**src/hw/rtl/lz77td_pkg.sv**
```systemverilog
// ----------------------------------------------------------------------------
// lz77td_pkg
// Shared constants, payload structs, command format and state types for the
// token decoder core.
// ----------------------------------------------------------------------------
package lz77td_pkg;

   localparam int HISTORY_DEPTH    = 65536;
   localparam int BYTES_PER_RESULT = 4;
   localparam int PACK_BYTES       = (BYTES_PER_RESULT > 4) ? 4 : BYTES_PER_RESULT;
   localparam int HIST_AW          = $clog2(HISTORY_DEPTH);
   localparam int PACK_CW          = $clog2(PACK_BYTES);
   localparam int PRODUCED_W       = 17;
   localparam int MAX_PRODUCED     = 65536;
   localparam int CMDQ_DEPTH       = 2;
   localparam int CMDQ_AW          = $clog2(CMDQ_DEPTH);
   localparam int CMDQ_CW          = $clog2(CMDQ_DEPTH + 1);

   localparam logic [1:0] ST_OK         = 2'd0;
   localparam logic [1:0] ST_BAD_FLAG   = 2'd1;
   localparam logic [1:0] ST_BAD_OFFSET = 2'd2;
   localparam logic [1:0] ST_TRUNCATED  = 2'd3;

   localparam logic [7:0] FLAG_LITERAL = 8'h00;
   localparam logic [7:0] FLAG_MATCH   = 8'h01;

   typedef struct packed {
      logic [7:0] in_byte;
      logic       stream_last;
   } req_type;

   typedef struct packed {
      logic [31:0] data_word;
      logic [2:0]  byte_count;
      logic [1:0]  status;
      logic        run_last;
   } rsp_type;

   typedef enum logic [1:0] {
      CMD_NOP,
      CMD_LITERAL,
      CMD_COPY,
      CMD_ERROR
   } cmd_kind_type;

   // value is the literal byte or the copy length
   typedef struct packed {
      cmd_kind_type kind;
      logic [7:0]   value;
      logic [15:0]  offset;
      logic [1:0]   status;
      logic         last;
   } cmd_type;

   typedef enum logic [2:0] {
      FR_FLAG,
      FR_LITERAL,
      FR_OFF_LO,
      FR_OFF_HI,
      FR_LENGTH
   } front_state_type;

   typedef enum logic {
      BK_IDLE,
      BK_COPY
   } back_state_type;

endpackage

```
**src/hw/rtl/lz77td_cmd_queue.sv**
```systemverilog
// ----------------------------------------------------------------------------
// lz77td_cmd_queue
// Short command queue between the parser and the copy engine.
// ----------------------------------------------------------------------------
module lz77td_cmd_queue import lz77td_pkg::*; (
   input  logic    clock,
   input  logic    reset,
   input  logic    push,
   input  cmd_type push_data,
   output logic    full,
   output logic    valid,
   input  logic    pop,
   output cmd_type pop_data
);

   cmd_type              entry_ff [CMDQ_DEPTH];
   logic [CMDQ_AW-1:0]   wr_ptr_ff, wr_ptr_in;
   logic [CMDQ_AW-1:0]   rd_ptr_ff, rd_ptr_in;
   logic [CMDQ_CW-1:0]   count_ff, count_in;
   logic                 do_push, do_pop;

   assign full     = (count_ff == CMDQ_CW'(CMDQ_DEPTH));
   assign valid    = (count_ff != '0);
   assign pop_data = entry_ff[rd_ptr_ff];
   assign do_push  = push && !full;
   assign do_pop   = pop && valid;

   always_comb begin
      wr_ptr_in = wr_ptr_ff;
      rd_ptr_in = rd_ptr_ff;
      count_in  = count_ff;
      if (do_push) begin
         wr_ptr_in = (wr_ptr_ff == CMDQ_AW'(CMDQ_DEPTH - 1)) ? '0 : wr_ptr_ff + 1'b1;
      end
      if (do_pop) begin
         rd_ptr_in = (rd_ptr_ff == CMDQ_AW'(CMDQ_DEPTH - 1)) ? '0 : rd_ptr_ff + 1'b1;
      end
      if (do_push && !do_pop) begin
         count_in = count_ff + 1'b1;
      end else if (do_pop && !do_push) begin
         count_in = count_ff - 1'b1;
      end
   end

   always_ff @(posedge clock) begin
      if (reset) begin
         wr_ptr_ff <= '0;
         rd_ptr_ff <= '0;
         count_ff  <= '0;
      end else begin
         wr_ptr_ff <= wr_ptr_in;
         rd_ptr_ff <= rd_ptr_in;
         count_ff  <= count_in;
      end
   end

   always_ff @(posedge clock) begin
      if (do_push) begin
         entry_ff[wr_ptr_ff] <= push_data;
      end
   end

endmodule

```
**config.mk**
```make
export PLATFORM = sky130hd
export DESIGN_NAME = lz77td_cmd_queue
export DESIGN_NICKNAME = d
export VERILOG_FILES = /design/src/hw/rtl/lz77td_pkg.sv /design/src/hw/rtl/lz77td_cmd_queue.sv
export SDC_FILE = /design/constraint.sdc
export NUM_CORES = 1
export LEC_CHECK = 0
export BUFFER_PORTS_ARGS = -buffer_cell sky130_fd_sc_hd__buf_2
export CORE_AREA = 2 2 71 73
export CTS_CLUSTER_DIAMETER = 100
export DETAILED_ROUTE_END_ITERATION = 12
export DIE_AREA = 0 0 73 75
export PLACE_DENSITY = 0.76
export SETUP_SLACK_MARGIN = 0.2
export SKIP_LAST_GASP = 1
export SLEW_MARGIN = 25
export SYNTH_ARGS = -nofsm -noshare
export SYNTH_HDL_FRONTEND = slang
export SYNTH_SLANG_ARGS = --single-unit
export TNS_END_PERCENT = 100
```
**constraint.sdc**
```tcl
create_clock -name clock -period 2.1 [get_ports clock]
set_input_delay 0.105 -clock clock [delete_from_list [all_inputs] [get_ports clock]]
set_output_delay 0.105 -clock clock [all_outputs]
set_load 0.01 [all_outputs]
```
==> impl_metrics.ini <==
[clock_network]
root_buffer = clkbuf_8
htreeDepth = 3
path_clk_slew_ns = 0.06
clock_path_buffers = 2
clk_latency_ns = 0.32
cts_tree = yes
clock-sinks = 63
cts_buffers = 9

[cells_and_area]
n_antenna_cell = 0
drive_above_1_share = 0.489
nFillCells = 295
final_common_cell = buf_2
area_growth_pct = 36.2
final_nets = 254
final_cell_mix = buf_2, edfxtp_1, mux2_2, dlygate4sd3_1, clkbuf_8
final_cells = 277

[timing]
tns_ns = 0
drv_slew = 0
rsz0062_at_grt = false
final_hold_viol_count = 0
min_period_ns = 1.61
fmax_mhz = 620
finalCritPeriodShare = 0.768
worst_pin_slew_ns = 0.376
maxSlewHeadroom = 0.749
worst_slack_ns = 0.486
finClkSkew_ns = 0.00378
setup_viol = 0

[setup_path]
critPathKind = reg -> out
cp_max_fo = 29
arrival_ns = 1.51
worst_setup_path_start_kind = register
worst_setup_path_end_kind = primary output
reg2reg_slack_ns = 0.53
required_ns = 2.00

[yosys]
synth.distinct_cells = 15
synth_cells = 115
synth_fp_nets = 149
synth_fa_ha_area_frac = 0.00542
yosysWarnings = 0
synth.area.mux_share = 0.141
yosysSeqAreaShare = 0.798
synth_top_family_by_area = multiplexers
yosys.area_share.simple = 0.0211
synth-seq-cells = 63
avgSynthCellArea_um2 = 20.1
synth_compound_area_frac = 0.0108
syn_area_um2 = 2310
synth_xor_area_frac = 0.0114

[hold_path]
hp-class = in -> reg

[floorplan]
rows = 25
io_pins = 64
start_util = 0.495
dieArea_um2 = 5480
die_w_um = 73
design.core.area_um2 = 4660
dieHeight_um = 75

[global_routing]
antenna_found_initial = 0
grt_pass1_wl_um = 6350
grt_pass1_vias = 1386
grt_max_degree = 30
grt_overflow = 0
grt_usage = 0.167

[place]
port_buffers = 63
pre_cts_ws_ns = 0.554
hpwlAfterDp_um = 2730
gp_congestion = 0.686
place_inst = 234

[power]
irDropWorstVdd_mv = 0.689
power_w = 0.00338
p_leak_nw = 1.22
pwr_density_cell_nw_per_um2 = 1080

[run]
maxCapViolCount = 0

[status]
run_status = complete, no violations

[drt]
drc = 0
wirelength_um = 4310
routedWlPerCell_um = 15.6
drt_iter0_drc = 76
via_count = 1364
viasPerCell = 4.92
ant_nets = 0
dr.pass1.iters = 4
==> cells by family (layout without fill, tap and decap cells) <==
kind of cell,Yosys count,after routing
flops,63,63
mux,29,29
simple gates,9,9
compound gates,5,5
buf+inv,5,113
xor+xnor,3,3
fa+ha+maj,1,1
==> final cells by class <==
| cell class | instances | area [µm²] | share of cell area |
|---|---|---|---|
| clock inverters | 3 | 12.5 | 0.00398 |
| inverters | 2 | 7.51 | 0.00239 |
| clock buffers | 11 | 131 | 0.0418 |
| well taps | 54 | 67.6 | 0.0215 |
| repair buffers | 97 | 643 | 0.205 |
| multi-input cells | 47 | 439 | 0.140 |
| flip-flops and latches | 63 | 1840 | 0.586 |
==> through the flow <==
step	utilization	cell area, µm²	hold slack (ns)
final	0.674	3140	0.0223
after global routing	0.674	3140	0.0169
after CTS	0.674	3140	0.00132
after detailed placement	0.581	2710	0.297
after global placement	0.581	2710	0.295
after floorplan	-	2310	0.174
==> metal layers <==
layer / GRT usage / wire length (µm)
met1: 0.173 / 1710
met2: 0.302 / 2300
met3: 0.0696 / 240
met4: 0.0617 / 63
met5: 0 / 0
==> Yosys cell counts, drive strengths merged <==
cell type	count	area [µm²]
edfxtp	58	1740
a21oi	2	10.0
inv	2	7.51
o21ai	3	15.0
buf	3	20.0
or3	2	12.5
xor2	3	26.3
or2	1	6.26
dfxtp	5	100
nor2	4	15.0
ha	1	12.5
nor2b	1	8.76
and2	1	6.26
mux2	29	327
==> path summary, 6_finish.rpt <==
| check | start | to | cells after the start |
|---|---|---|---|
| setup / recovery | register | pop_data[21] | 3 |
| setup reg to reg | count_ff[1] | count_ff[1] | 6 |
| hold reg to reg | rd_ptr_ff | register | 2 |
| hold / removal | reset | count_ff[0] | 2 |
==> where the power goes <==
| group | leakage (nW) | internal [W] | total [W] | switching (W) |
|---|---|---|---|---|
| registers | 0.583 | 0.00158 | 0.00164 | 0.0000586 |
| logic | 0.565 | 0.000466 | 0.000950 | 0.000484 |
| clock network | 0.0741 | 0.000405 | 0.000789 | 0.000384 |
==> what timing repair did <==
| item | in CTS | in global routing |
|---|---|---|
| gates resized for setup | 0 | 0 |
| hold buffers | 29 | 0 |
| buffers inserted | 0 | 0 |
| hold endpoints to repair | 58 | 0 |
==> critical path, cell delays in order, from the launching register on <==
cell and delay [ns]:
dfxtp_1 0.30, buf_4 0.34, mux2_2 0.39, buf_2 0.14
==> sequential cells by signal (all words and copies together), names as in the netlist, named ones only <==
| signal | flops |
|---|---|
| count_ff | 2 |
| rd_ptr_ff | 1 |
| wr_ptr_ff | 1 |
| entry_ff | 58 |
Note: power is estimated with default switching activity, not from simulation.
