==> src/hw/rtl/lz77td_pkg.sv <==
// ----------------------------------------------------------------------------
// lz77td_pkg
// Shared constants, payload structs, command format and state types for the
// token decoder core.
// ----------------------------------------------------------------------------
package lz77td_pkg;

   localparam int HISTORY_DEPTH    = 65536;
   localparam int BYTES_PER_RESULT = 4;
   localparam int PACK_BYTES       = (BYTES_PER_RESULT > 4) ? 4 : BYTES_PER_RESULT;
   localparam int HIST_AW          = $clog2(HISTORY_DEPTH);
   localparam int PACK_CW          = $clog2(PACK_BYTES);
   localparam int PRODUCED_W       = 17;
   localparam int MAX_PRODUCED     = 65536;
   localparam int CMDQ_DEPTH       = 2;
   localparam int CMDQ_AW          = $clog2(CMDQ_DEPTH);
   localparam int CMDQ_CW          = $clog2(CMDQ_DEPTH + 1);

   localparam logic [1:0] ST_OK         = 2'd0;
   localparam logic [1:0] ST_BAD_FLAG   = 2'd1;
   localparam logic [1:0] ST_BAD_OFFSET = 2'd2;
   localparam logic [1:0] ST_TRUNCATED  = 2'd3;

   localparam logic [7:0] FLAG_LITERAL = 8'h00;
   localparam logic [7:0] FLAG_MATCH   = 8'h01;

   typedef struct packed {
      logic [7:0] in_byte;
      logic       stream_last;
   } req_type;

   typedef struct packed {
      logic [31:0] data_word;
      logic [2:0]  byte_count;
      logic [1:0]  status;
      logic        run_last;
   } rsp_type;

   typedef enum logic [1:0] {
      CMD_NOP,
      CMD_LITERAL,
      CMD_COPY,
      CMD_ERROR
   } cmd_kind_type;

   // value is the literal byte or the copy length
   typedef struct packed {
      cmd_kind_type kind;
      logic [7:0]   value;
      logic [15:0]  offset;
      logic [1:0]   status;
      logic         last;
   } cmd_type;

   typedef enum logic [2:0] {
      FR_FLAG,
      FR_LITERAL,
      FR_OFF_LO,
      FR_OFF_HI,
      FR_LENGTH
   } front_state_type;

   typedef enum logic {
      BK_IDLE,
      BK_COPY
   } back_state_type;

endpackage

==> src/hw/rtl/lz77td_front.sv <==
// ----------------------------------------------------------------------------
// lz77td_front
// Token parser: takes one stream byte per transfer, tracks the token phase,
// checks match offsets against the bytes produced and issues commands.
// ----------------------------------------------------------------------------
module lz77td_front import lz77td_pkg::*; (
   input  logic    clock,
   input  logic    reset,
   input  logic    req_push,
   input  req_type req_data,
   output logic    req_full,
   output logic    cmd_push,
   output cmd_type cmd_data,
   input  logic    cmd_full
);

   front_state_type        state_ff, state_in;
   logic                   halted_ff, halted_in;
   logic [15:0]            offset_ff, offset_in;
   logic [PRODUCED_W-1:0]  produced_ff, produced_in;

   logic                   accept;
   logic                   is_flag;
   logic                   off_bad;
   logic [PRODUCED_W:0]    produced_sum;

   assign req_full = cmd_full;
   assign accept   = req_push && !cmd_full;
   assign is_flag  = (req_data.in_byte == FLAG_LITERAL) || (req_data.in_byte == FLAG_MATCH);

   assign off_bad = (offset_ff == 16'd0)
                 || ({1'b0, offset_ff} > produced_ff)
                 || ({1'b0, offset_ff} > PRODUCED_W'(HISTORY_DEPTH));

   assign produced_sum = {1'b0, produced_ff} + (PRODUCED_W + 1)'(req_data.in_byte);

   always_comb begin
      state_in = state_ff;
      if (accept) begin
         if (halted_ff || req_data.stream_last) begin
            if (req_data.stream_last) begin
               state_in = FR_FLAG;
            end
         end else begin
            unique case (state_ff)
               FR_FLAG: begin
                  if (req_data.in_byte == FLAG_LITERAL) begin
                     state_in = FR_LITERAL;
                  end else if (req_data.in_byte == FLAG_MATCH) begin
                     state_in = FR_OFF_LO;
                  end
               end
               FR_LITERAL: state_in = FR_FLAG;
               FR_OFF_LO:  state_in = FR_OFF_HI;
               FR_OFF_HI:  state_in = FR_LENGTH;
               FR_LENGTH:  state_in = FR_FLAG;
               default:    state_in = FR_FLAG;
            endcase
         end
      end
   end

   always_comb begin
      cmd_push    = 1'b0;
      cmd_data    = '0;
      halted_in   = halted_ff;
      offset_in   = offset_ff;
      produced_in = produced_ff;
      if (accept) begin
         cmd_data.last = req_data.stream_last;
         if (halted_ff) begin
            // ignored bytes; only the end of stream gets through
            if (req_data.stream_last) begin
               cmd_push      = 1'b1;
               cmd_data.kind = CMD_NOP;
            end
         end else begin
            unique case (state_ff)
               FR_FLAG: begin
                  if (!is_flag) begin
                     cmd_push        = 1'b1;
                     cmd_data.kind   = CMD_ERROR;
                     cmd_data.status = ST_BAD_FLAG;
                     halted_in       = 1'b1;
                  end else if (req_data.stream_last) begin
                     cmd_push        = 1'b1;
                     cmd_data.kind   = CMD_ERROR;
                     cmd_data.status = ST_TRUNCATED;
                  end
               end
               FR_LITERAL: begin
                  cmd_push       = 1'b1;
                  cmd_data.kind  = CMD_LITERAL;
                  cmd_data.value = req_data.in_byte;
                  if (produced_ff != PRODUCED_W'(MAX_PRODUCED)) begin
                     produced_in = produced_ff + 1'b1;
                  end
               end
               FR_OFF_LO, FR_OFF_HI: begin
                  if (state_ff == FR_OFF_LO) begin
                     offset_in = {8'h00, req_data.in_byte};
                  end else begin
                     offset_in = {req_data.in_byte, offset_ff[7:0]};
                  end
                  if (req_data.stream_last) begin
                     cmd_push        = 1'b1;
                     cmd_data.kind   = CMD_ERROR;
                     cmd_data.status = ST_TRUNCATED;
                  end
               end
               FR_LENGTH: begin
                  cmd_push = 1'b1;
                  if (off_bad) begin
                     cmd_data.kind   = CMD_ERROR;
                     cmd_data.status = ST_BAD_OFFSET;
                     halted_in       = 1'b1;
                  end else begin
                     cmd_data.kind   = CMD_COPY;
                     cmd_data.value  = req_data.in_byte;
                     cmd_data.offset = offset_ff;
                     if (produced_sum > (PRODUCED_W + 1)'(MAX_PRODUCED)) begin
                        produced_in = PRODUCED_W'(MAX_PRODUCED);
                     end else begin
                        produced_in = produced_sum[PRODUCED_W-1:0];
                     end
                  end
               end
               default: begin
                  cmd_push = 1'b0;
               end
            endcase
         end
         if (req_data.stream_last) begin
            halted_in   = 1'b0;
            offset_in   = '0;
            produced_in = '0;
         end
      end
   end

   always_ff @(posedge clock) begin
      if (reset) begin
         state_ff    <= FR_FLAG;
         halted_ff   <= 1'b0;
         offset_ff   <= '0;
         produced_ff <= '0;
      end else begin
         state_ff    <= state_in;
         halted_ff   <= halted_in;
         offset_ff   <= offset_in;
         produced_ff <= produced_in;
      end
   end

endmodule

==> config.mk <==
export PLATFORM = sky130hd
export DESIGN_NAME = lz77td_front
export DESIGN_NICKNAME = d
export VERILOG_FILES = /design/src/hw/rtl/lz77td_pkg.sv /design/src/hw/rtl/lz77td_front.sv
export SDC_FILE = /design/constraint.sdc
export NUM_CORES = 1
export LEC_CHECK = 0
export ABC_AREA = 1
export BUFFER_PORTS_ARGS = -buffer_cell sky130_fd_sc_hd__buf_2
export CAP_MARGIN = 15
export CORE_ASPECT_RATIO = 0.7
export CORE_MARGIN = 1.5
export CORE_UTILIZATION = 54
export CTS_CLUSTER_SIZE = 14
export DETAILED_ROUTE_END_ITERATION = 8
export PLACE_DENSITY = 0.85
export SLEW_MARGIN = 30
export SYNTH_ARGS = -nofsm -noshare
export SYNTH_HDL_FRONTEND = slang
export SYNTH_SLANG_ARGS = --single-unit
==> constraint.sdc <==
create_clock -name clock -period 4.9 [get_ports clock]
set_input_delay 0.245 -clock clock [delete_from_list [all_inputs] [get_ports clock]]
set_output_delay 0.245 -clock clock [all_outputs]
set_load 0.02 [all_outputs]
==> results.sh, run 1 <==
export IMPL_postCtsSetupRepairBufs=0
export IMPL_timing_final_max_slew_violations=0
export IMPL_clk_insertion_delay_late_ns=0.30
export IMPL_cp_slowest_cell="a21oi_1"
export IMPL_skew_ns=0.0109
export IMPL_htree_levels=2
export IMPL_synth_top_flop_cell="dfxtp_1"
export IMPL_synth_most_common_cell="nand2_1"
export IMPL_finalCritPeriodShare=0.751
export IMPL_grt_overflow_total=0
export IMPL_tritoncts="yes"
export IMPL_portBuffers=43
export IMPL_path_cells="inv_1 -> ha_1 -> a21oi_1 -> nand2_1 -> a21oi_1 -> nand3_1 -> nand2_1 -> nand3_2 -> a21oi_1 -> inv_1 -> nand2_1 -> a21oi_2"
export IMPL_grtUsageMet2=0.495
export IMPL_gp_congestion=0.954
export IMPL_worstMarginPinSlew_ns=0.972
export IMPL_num_fill_cells=691
export IMPL_holdWs_ns=0.234
export IMPL_ios=44
export IMPL_path_clk_slew_ns=0.09
export IMPL_cp_startpoint="produced_ff[12]"
export IMPL_r2r_setup_slack_ns=1.22
export IMPL_core_area_mm2=0.00682
export IMPL_max_stage_delay_ns=0.88
export IMPL_layout_area_overhead_vs_synth_pct=8.31
export IMPL_drt_iter0_drc=640
export IMPL_synth_edf_count=0
export IMPL_wl_um=12400
export IMPL_met1_usage=0.489
export IMPL_antenna_found_initial=0
export IMPL_peakVddDrop_uv=144
export IMPL_start_util=0.563
export IMPL_r2r_start="produced_ff[12]"
export IMPL_power_density_mw_per_mm2=206
export IMPL_die_height_um=73.6
export IMPL_ys_seq_elements=37
export IMPL_fmax_ghz=0.272
export IMPL_path_max_fanout=19
export IMPL_synthCells=653
export IMPL_synth_common_cells="177 x nand2_1, 91 x inv_1, 61 x nor2_1, 56 x a21oi_1, 40 x nand3_1"
export IMPL_worstHoldPathType="primary input to flop"
export IMPL_start_kind="flop"
export IMPL_finalCriticalPeriod_ns=3.68
export IMPL_die_w_um=104
export IMPL_worstPathArrival_ns=3.84
export IMPL_hpwl_um=9830
export IMPL_std_cell_rows=25
export IMPL_total_power_uw=858
export IMPL_num_vias=4579
export IMPL_ctsLongestPathBuffers=2
export IMPL_fin_nets=727
export IMPL_cp_endpoint="produced_ff[15]"
export IMPL_grt_busiest_layer="met2"
export IMPL_slew_headroom=0.350
export IMPL_synth_avg_cell_area_um2=5.88
export IMPL_synthDistinctLibCells=39
export IMPL_crit_family="compound AO/OA/AOI/OAI gates"
export IMPL_cts_sinks=37
export IMPL_grt_pass1_vias=3961
export IMPL_drc=0
export IMPL_synth_top_area_cell="dfxtp_1"
export IMPL_endpoint_kind="flop"
export IMPL_cts_root_buffer="clkbuf_8"
export IMPL_worstReg2RegEnd="produced_ff[15]"
export IMPL_path_class="flop to flop"
export IMPL_status="completed"
export IMPL_postCtsHoldBufs=0
export IMPL_numCtsBuffers=5
export IMPL_hold_violations=0
export IMPL_wire_per_inst_um=15.8
export IMPL_antenna_left=0
export IMPL_rsz0062_at_grt="false"
export IMPL_die_area_mm2=0.00764
export IMPL_cap_viol_max_count=0
export IMPL_vias_per_cell=5.86
export IMPL_syn_nets=693
export IMPL_grt_usage=0.329
export IMPL_ys_seq_area_frac=0.193
export IMPL_antennaDiodeCount=0
export IMPL_path_buf_inv=2
export IMPL_cp_data_required_time_ns=5.06
export IMPL_grt_max_degree=28
export IMPL_async_flop_share=0
export IMPL_fin_setup_tns_ns=0
export IMPL_synth_area_top_cells="dfxtp_1 19%, nand2_1 17%, inv_1 8.9%"
export IMPL_cts_resized_gates=0
export IMPL_ff2ff_path_depth=12
export IMPL_dr_pass1_iters=5
export IMPL_synth_top_area_share=0.193
export IMPL_groute_layer_met3_usage=0.0657
export IMPL_cp_num_cells=12
export IMPL_setup_viol=0
export IMPL_grt_pass1_wl_um=19800
export IMPL_p_leak_uw=0.00203
export IMPL_drive_gt1_frac=0.148
export IMPL_syn_area_mm2=0.00384
export IMPL_yosys_warnings=0
final cells by class:
type	instances	area (um2)	area share
multi-input combinational	494	2590	0.623
sequential	37	741	0.178
inverter	104	390	0.0938
timing repair buffer	45	230	0.0553
tap	94	118	0.0283
clock buffer	6	82.6	0.0198
clock inverter	1	7.51	0.00180
routing by layer:
metal  share of wire  vias up  wire length, um
met4           0.013        0              159
met5               0        -                0
li1                -     2178                -
met2            0.40      297             4970
met3            0.14       30             1730
met1            0.44     2074             5500
kinds of logic (layout without fill, tap and decap cells):
family          after synthesis  in the layout  share of synthesized area
simple gates                361            361                      0.427
buf+inv                     122            156                      0.134
compound gates              102            102                      0.146
flops                        37             37                      0.193
fa+ha+maj                    27             27                     0.0899
xor+xnor                      4              4                     0.0111
per-stage QoR:
step           cells  utilization  worst slack (ns)  area [um2]
6_report         781        0.610              1.22        4160
5_1_grt          781        0.610             0.954        4160
4_1_cts          781        0.610              1.33        4160
3_5_place_dp     774        0.596              1.35        4070
3_3_place_gp     774        0.596              1.53        4070
2_1_floorplan    653            -              2.41        3840
registers in the layout, indices dropped and copies added, names as in the netlist:
name	flops
halted_ff	1
offset_ff	16
produced_ff	17
state_ff	3
placed cells by master (no fill, tap or decap), types with 2 or more instances in the layout:
cell type	netlist	final
a21oi_1	56	56
a21oi_2	9	9
a311oi_1	2	2
buf_2	1	43
buf_4	4	2
clkbuf_8	0	6
dfxtp_1	37	37
ha_1	26	26
inv_1	91	91
inv_2	12	12
nand2_1	177	177
nand2_2	5	5
nand3_1	40	40
nand3_2	13	13
nand4_1	14	14
nor2_1	61	61
nor2_2	4	4
nor3_1	35	35
nor4_1	4	4
o21ai_0	31	31
or2_2	2	2
xnor2_1	2	2
worst min-delay path, cell delays in order:
cell and delay (ns):
buf_2 0.12, nand2_1 0.06, a21oi_1 0.06
how the worst min path moves through the flow:
stage	from	endpoint	slack, ns	cells past startpoint
2_1_floorplan	reset	produced_ff[7]	0.31	1
3_3_place_gp	offset_ff[0]	offset_ff[0]	0.45	2
3_5_place_dp	offset_ff[0]	offset_ff[0]	0.45	2
4_1_cts	req_data[6]	offset_ff[5]	0.23	3
5_1_grt	req_data[7]	offset_ff[6]	0.24	3
6_report	req_data[6]	offset_ff[5]	0.23	3
report_power, final:
part           switching (uW)  total [uW]  leakage, uW  internal (uW)
clock                     119         231    0.0000433            111
sequential               20.7         335     0.000301            314
combinational             200         292      0.00169           92.1
total                     340         858      0.00203            518
Note: power is estimated with default switching activity, not from simulation.
==> run 2: changes to the inputs <==
- ABC_AREA: 1 -> 0
- clock period: 4.9 -> 3.7 ns (I/O delays scaled with it)
==> results.sh, run 2 <==
export IMPL_rsz0062_at_grt="false"
export IMPL_path_class="flop to output port"
export IMPL_async_flop_share=0
export IMPL_peakVddDrop_uv=203
export IMPL_synth_common_cells="49 x a21oi_1, 44 x nand2_1, 44 x nor2_1, 37 x dfxtp_1, 31 x nand3_1"
export IMPL_ys_seq_area_frac=0.199
export IMPL_synth_most_common_cell="a21oi_1"
export IMPL_synth_area_top_cells="dfxtp_1 20%, ha_1 8.7%, a21oi_1 6.6%"
export IMPL_cp_slowest_cell="o41ai_1"
export IMPL_r2r_start="produced_ff[0]"
export IMPL_worstMarginPinSlew_ns=0.944
export IMPL_ys_seq_elements=37
export IMPL_worstPathArrival_ns=3.28
export IMPL_finalCritPeriodShare=0.935
export IMPL_antenna_found_initial=0
export IMPL_finalWorstSetupSlack_ns=0.239
export IMPL_finalCriticalPeriod_ns=3.46
export IMPL_ff2ff_path_depth=10
export IMPL_holdWs_ns=0.236
export IMPL_antennaDiodeCount=0
export IMPL_dp_cells=632
export IMPL_cts_root_buffer="clkbuf_8"
export IMPL_antenna_left=0
export IMPL_wire_per_inst_um=20.3
export IMPL_grt_usage=0.352
export IMPL_dr_pass1_iters=8
export IMPL_drive_gt1_frac=0.168
export IMPL_timing_final_max_slew_violations=0
export IMPL_status="completed"
export IMPL_synth_edf_count=0
export IMPL_slew_headroom=0.365
export IMPL_fmax_ghz=0.289
export IMPL_syn_nets=552
export IMPL_worstHoldPathType="primary input to flop"
export IMPL_max_stage_delay_ns=0.60
export IMPL_hpwl_um=9940
export IMPL_drc=0
export IMPL_grt_max_degree=29
export IMPL_synth_top_area_share=0.199
export IMPL_num_vias=4377
export IMPL_fin_nets=585
export IMPL_endpoint_kind="output port"
export IMPL_top_register="produced_ff"
export IMPL_cp_startpoint="produced_ff[9]"
export IMPL_tritoncts="yes"
export IMPL_path_clk_slew_ns=0.08
export IMPL_holdPathEnd="offset_ff[14]"
export IMPL_gp_congestion=1.03
export IMPL_htree_levels=2
export IMPL_wl_um=13000
export IMPL_die_height_um=72.5
export IMPL_numCtsBuffers=5
export IMPL_clk_insertion_delay_late_ns=0.30
export IMPL_layout_area_overhead_vs_synth_pct=10.9
export IMPL_cts_sinks=37
export IMPL_final_common_cell="a21oi_1"
export IMPL_path_cells="inv_2 -> ha_1 -> nand4_1 -> o41ai_1 -> and3b_1 -> a31oi_4 -> nor2_2 -> buf_4 -> and2_1 -> buf_2"
export IMPL_die_w_um=102
export IMPL_synth_top_area_cell="dfxtp_1"
export IMPL_largest_reg_flops=17
export IMPL_hold_violations=0
export IMPL_yosys_warnings=0
export IMPL_grt_pass1_vias=3750
export IMPL_start_kind="flop"
export IMPL_path_max_fanout=9
export IMPL_hold_start="req_data[7]"
export IMPL_portBuffers=43
export IMPL_p_leak_uw=0.00164
export IMPL_biggestRegsByFlops="produced_ff (17), offset_ff (16), state_ff (3)"
export IMPL_synth_top_flop_cell="dfxtp_1"
export IMPL_core_area_mm2=0.00673
export IMPL_cp_data_required_time_ns=3.51
export IMPL_synth_avg_cell_area_um2=7.28
export IMPL_syn_area_mm2=0.00373
export IMPL_skew_ns=0.00427
export IMPL_grt_pass1_wl_um=20000
export IMPL_worstReg2RegEnd="produced_ff[4]"
export IMPL_layout_common_cells="49 x a21oi_1, 44 x nand2_1, 43 x nor2_1, 43 x buf_2, 37 x dfxtp_1"
export IMPL_total_power_uw=939
export IMPL_start_util=0.554
export IMPL_drt_iter0_drc=577
export IMPL_std_cell_rows=25
export IMPL_power_density_mw_per_mm2=227
export IMPL_hold_depth=3
export IMPL_ctsLongestPathBuffers=2
export IMPL_die_area_mm2=0.00742
export IMPL_dp_slack_ns=0.405
export IMPL_synthCells=512
export IMPL_ios=44
export IMPL_setup_viol=0
export IMPL_layout_cells_non_filler=640
export IMPL_r2r_setup_slack_ns=0.38
export IMPL_grt_overflow_total=0
export IMPL_cap_viol_max_count=0
export IMPL_fin_setup_tns_ns=0
export IMPL_synthDistinctLibCells=72
export IMPL_vias_per_cell=6.84
[run 2: power by group]
part | internal [uW] | leakage, uW | switching [uW]
Combinational | 50.6 | 0.00129 | 113
Sequential | 403 | 0.000299 | 9.19
Clock | 202 | 0.0000543 | 161
Total | 655 | 0.00164 | 283
[run 2: logic make-up (layout without fill, tap and decap cells)]
family / after synthesis / count (layout) / share of synthesized area
AO/OA/AOI/OAI: 162 / 162 / 0.302
adder cells (fa/ha/maj): 27 / 27 / 0.0926
flip-flops: 37 / 37 / 0.199
AND/OR/NAND/NOR: 218 / 218 / 0.311
XOR/XNOR: 12 / 12 / 0.0282
buffers and inverters: 56 / 90 / 0.0668
[run 2: area by class of cell]
type                    count  area, um2
fillers                   578       2590
clock inverters             3       46.3
clock buffers               5       68.8
inverters                  26       97.6
repair buffers             56        313
multi-input cells         419       2750
flip-flops and latches     37        741
well taps                  94        118
[run 2: what timing repair did]
action	4_1_cts	5_1_grt
hold buffers	0	0
setup endpoints to repair	0	8
resized for setup	0	1
buffers inserted	0	0
[run 2: how the worst max path moves through the flow]
stage          slack, ns              end
2_1_floorplan       0.94  produced_ff[12]
3_3_place_gp        0.46   produced_ff[1]
3_5_place_dp        0.41   produced_ff[4]
4_1_cts             0.20     cmd_data[17]
5_1_grt             0.09     cmd_data[17]
6_report            0.24     cmd_data[15]
[run 2: per-stage QoR]
stage / util / instance area (um2)
4_1_cts: 0.613 / 4120
3_3_place_gp: 0.596 / 4010
6_report: 0.615 / 4140
3_5_place_dp: 0.596 / 4010
5_1_grt: 0.615 / 4140
2_1_floorplan: - / 3730
[run 2: worst max-delay path, delay by kind of cell (launching register included)]
family | cells | cell delay (ns)
simple gates | 4 | 0.90
fa+ha+maj | 1 | 0.33
flops | 1 | 0.53
buf+inv | 3 | 0.53
compound gates | 2 | 0.69
[run 2: layer usage]
| metal | vias to the layer above | GRT usage | part of all wire |
|---|---|---|---|
| li1 | 2003 | - | - |
| met1 | 2003 | 0.525 | 0.44 |
| met2 | 345 | 0.482 | 0.40 |
| met3 | 26 | 0.119 | 0.14 |
| met4 | 0 | 0.0822 | 0.013 |
| met5 | - | 0 | 0 |
==> run 3: changes to the inputs <==
- CORE_MARGIN: 1.5 -> 10
==> results.sh, run 3 (synthesized netlist as in run 2, its figures left out) <==
export IMPL_p_leak_uw=0.00163
export IMPL_drt_iter0_drc=762
export IMPL_wire_per_inst_um=20.8
export IMPL_drc=0
export IMPL_worstHoldPathType="primary input to flop"
export IMPL_worstMarginPinSlew_ns=0.971
export IMPL_gp_congestion=1.06
export IMPL_power_density_mw_per_mm2=244
export IMPL_endpoint_kind="output port"
export IMPL_fin_setup_tns_ns=0
export IMPL_vias_per_cell=6.81
export IMPL_top_register="produced_ff"
export IMPL_num_vias=4330
export IMPL_grt_pass1_wl_um=20900
export IMPL_grt_max_degree=29
export IMPL_timing_final_max_slew_violations=0
export IMPL_start_util=0.554
export IMPL_postCtsSetupRepairBufs=0
export IMPL_path_class="flop to output port"
export IMPL_cts_resized_gates=0
export IMPL_skew_ns=0.0109
export IMPL_fmax_ghz=0.291
export IMPL_wl_um=13200
export IMPL_drive_gt1_frac=0.161
export IMPL_placed_area_mm2=0.00398
export IMPL_die_height_um=89.5
export IMPL_setup_viol=0
export IMPL_std_cell_rows=25
export IMPL_cp_data_required_time_ns=3.51
export IMPL_hpwl_um=10200
export IMPL_cap_viol_max_count=0
export IMPL_antennaDiodeCount=0
export IMPL_grt_usage=0.243
export IMPL_grt_overflow_total=0
export IMPL_hold_start="req_data[8]"
export IMPL_start_kind="flop"
export IMPL_slew_headroom=0.348
export IMPL_final_common_cell="a21oi_1"
export IMPL_dp_slack_ns=0.436
export IMPL_hold_violations=0
export IMPL_clk_insertion_delay_late_ns=0.30
export IMPL_die_w_um=119
export IMPL_ctsLongestPathBuffers=2
export IMPL_numCtsBuffers=5
export IMPL_dr_pass1_iters=6
export IMPL_path_max_fanout=8
export IMPL_portBuffers=43
export IMPL_fin_nets=581
export IMPL_postCtsHoldBufs=0
export IMPL_cts_sinks=37
export IMPL_layout_common_cells="49 x a21oi_1, 44 x nand2_1, 44 x buf_2"
export IMPL_finalCriticalPeriod_ns=3.43
export IMPL_rsz0062_at_grt="false"
export IMPL_holdWs_ns=0.241
export IMPL_grt_pass1_vias=3839
export IMPL_biggestRegsByFlops="produced_ff (17), offset_ff (16), state_ff (3)"
export IMPL_layout_area_overhead_vs_synth_pct=10.4
export IMPL_peakVddDrop_uv=248
export IMPL_largest_reg_flops=17
export IMPL_finalWorstSetupSlack_ns=0.269
export IMPL_tritoncts="yes"
export IMPL_ios=44
export IMPL_utilization=0.612
export IMPL_antenna_left=0
export IMPL_finalCritPeriodShare=0.927
export IMPL_cp_startpoint="produced_ff[14]"
export IMPL_stdcell_area_mm2=0.00412
export IMPL_antenna_found_initial=0
export IMPL_core_area_mm2=0.00673
export IMPL_die_area_mm2=0.0107
export IMPL_worstPathArrival_ns=3.25
export IMPL_htree_levels=2
export IMPL_cts_root_buffer="clkbuf_8"
export IMPL_path_clk_slew_ns=0.09
export IMPL_status="completed"
export IMPL_r2r_start="produced_ff[14]"
==> run 3: final timing paths <==
kind                     end  slack [ns]  cells after the start
min reg2reg    offset_ff[13]        0.52                      2
min            offset_ff[15]        0.24                      3
max             cmd_data[18]        0.27                     10
max reg2reg  produced_ff[11]        0.38                      9
==> run 3: stage by stage <==
step	total power, uW	instances
after global routing	1030	636
after detailed placement	575	628
after CTS	994	636
final	1010	636
after global placement	569	627
after floorplan	528	512
==> run 3: area by class of cell <==
class                           instances  area, um2
Sequential cell                        37        741
Fill cell                             601       2610
Clock buffer                            5       68.8
Multi-Input combinational cell        419       2750
Clock inverter                          3       65.1
Tap cell                               94        118
Inverter                               26       97.6
Timing Repair Buffer                   52        280
==> run 3: critical path, stage by stage (launching register included) <==
cell and delay (ns):
dfxtp_1 0.47, inv_1 0.19, ha_1 0.33, and4b_1 0.25
nor4_1 0.47, and3b_1 0.28, a31oi_4 0.29, nor2_2 0.15
buf_4 0.20, and2_1 0.16, buf_2 0.15
==> run 3: layer usage <==
metal	vias up	track usage	wire (um)
met5	-	0	0
met4	0	0.0633	344
met3	40	0.0751	2220
met2	354	0.355	5370
met1	1951	0.336	5310
li1	1985	-	-
==> run 3: report_power, final <==
part	internal (uW)	switching, uW	leakage (uW)
clock network	268	160	0.0000681
registers	403	9.26	0.000299
logic	50.8	114	0.00126
total	722	283	0.00163
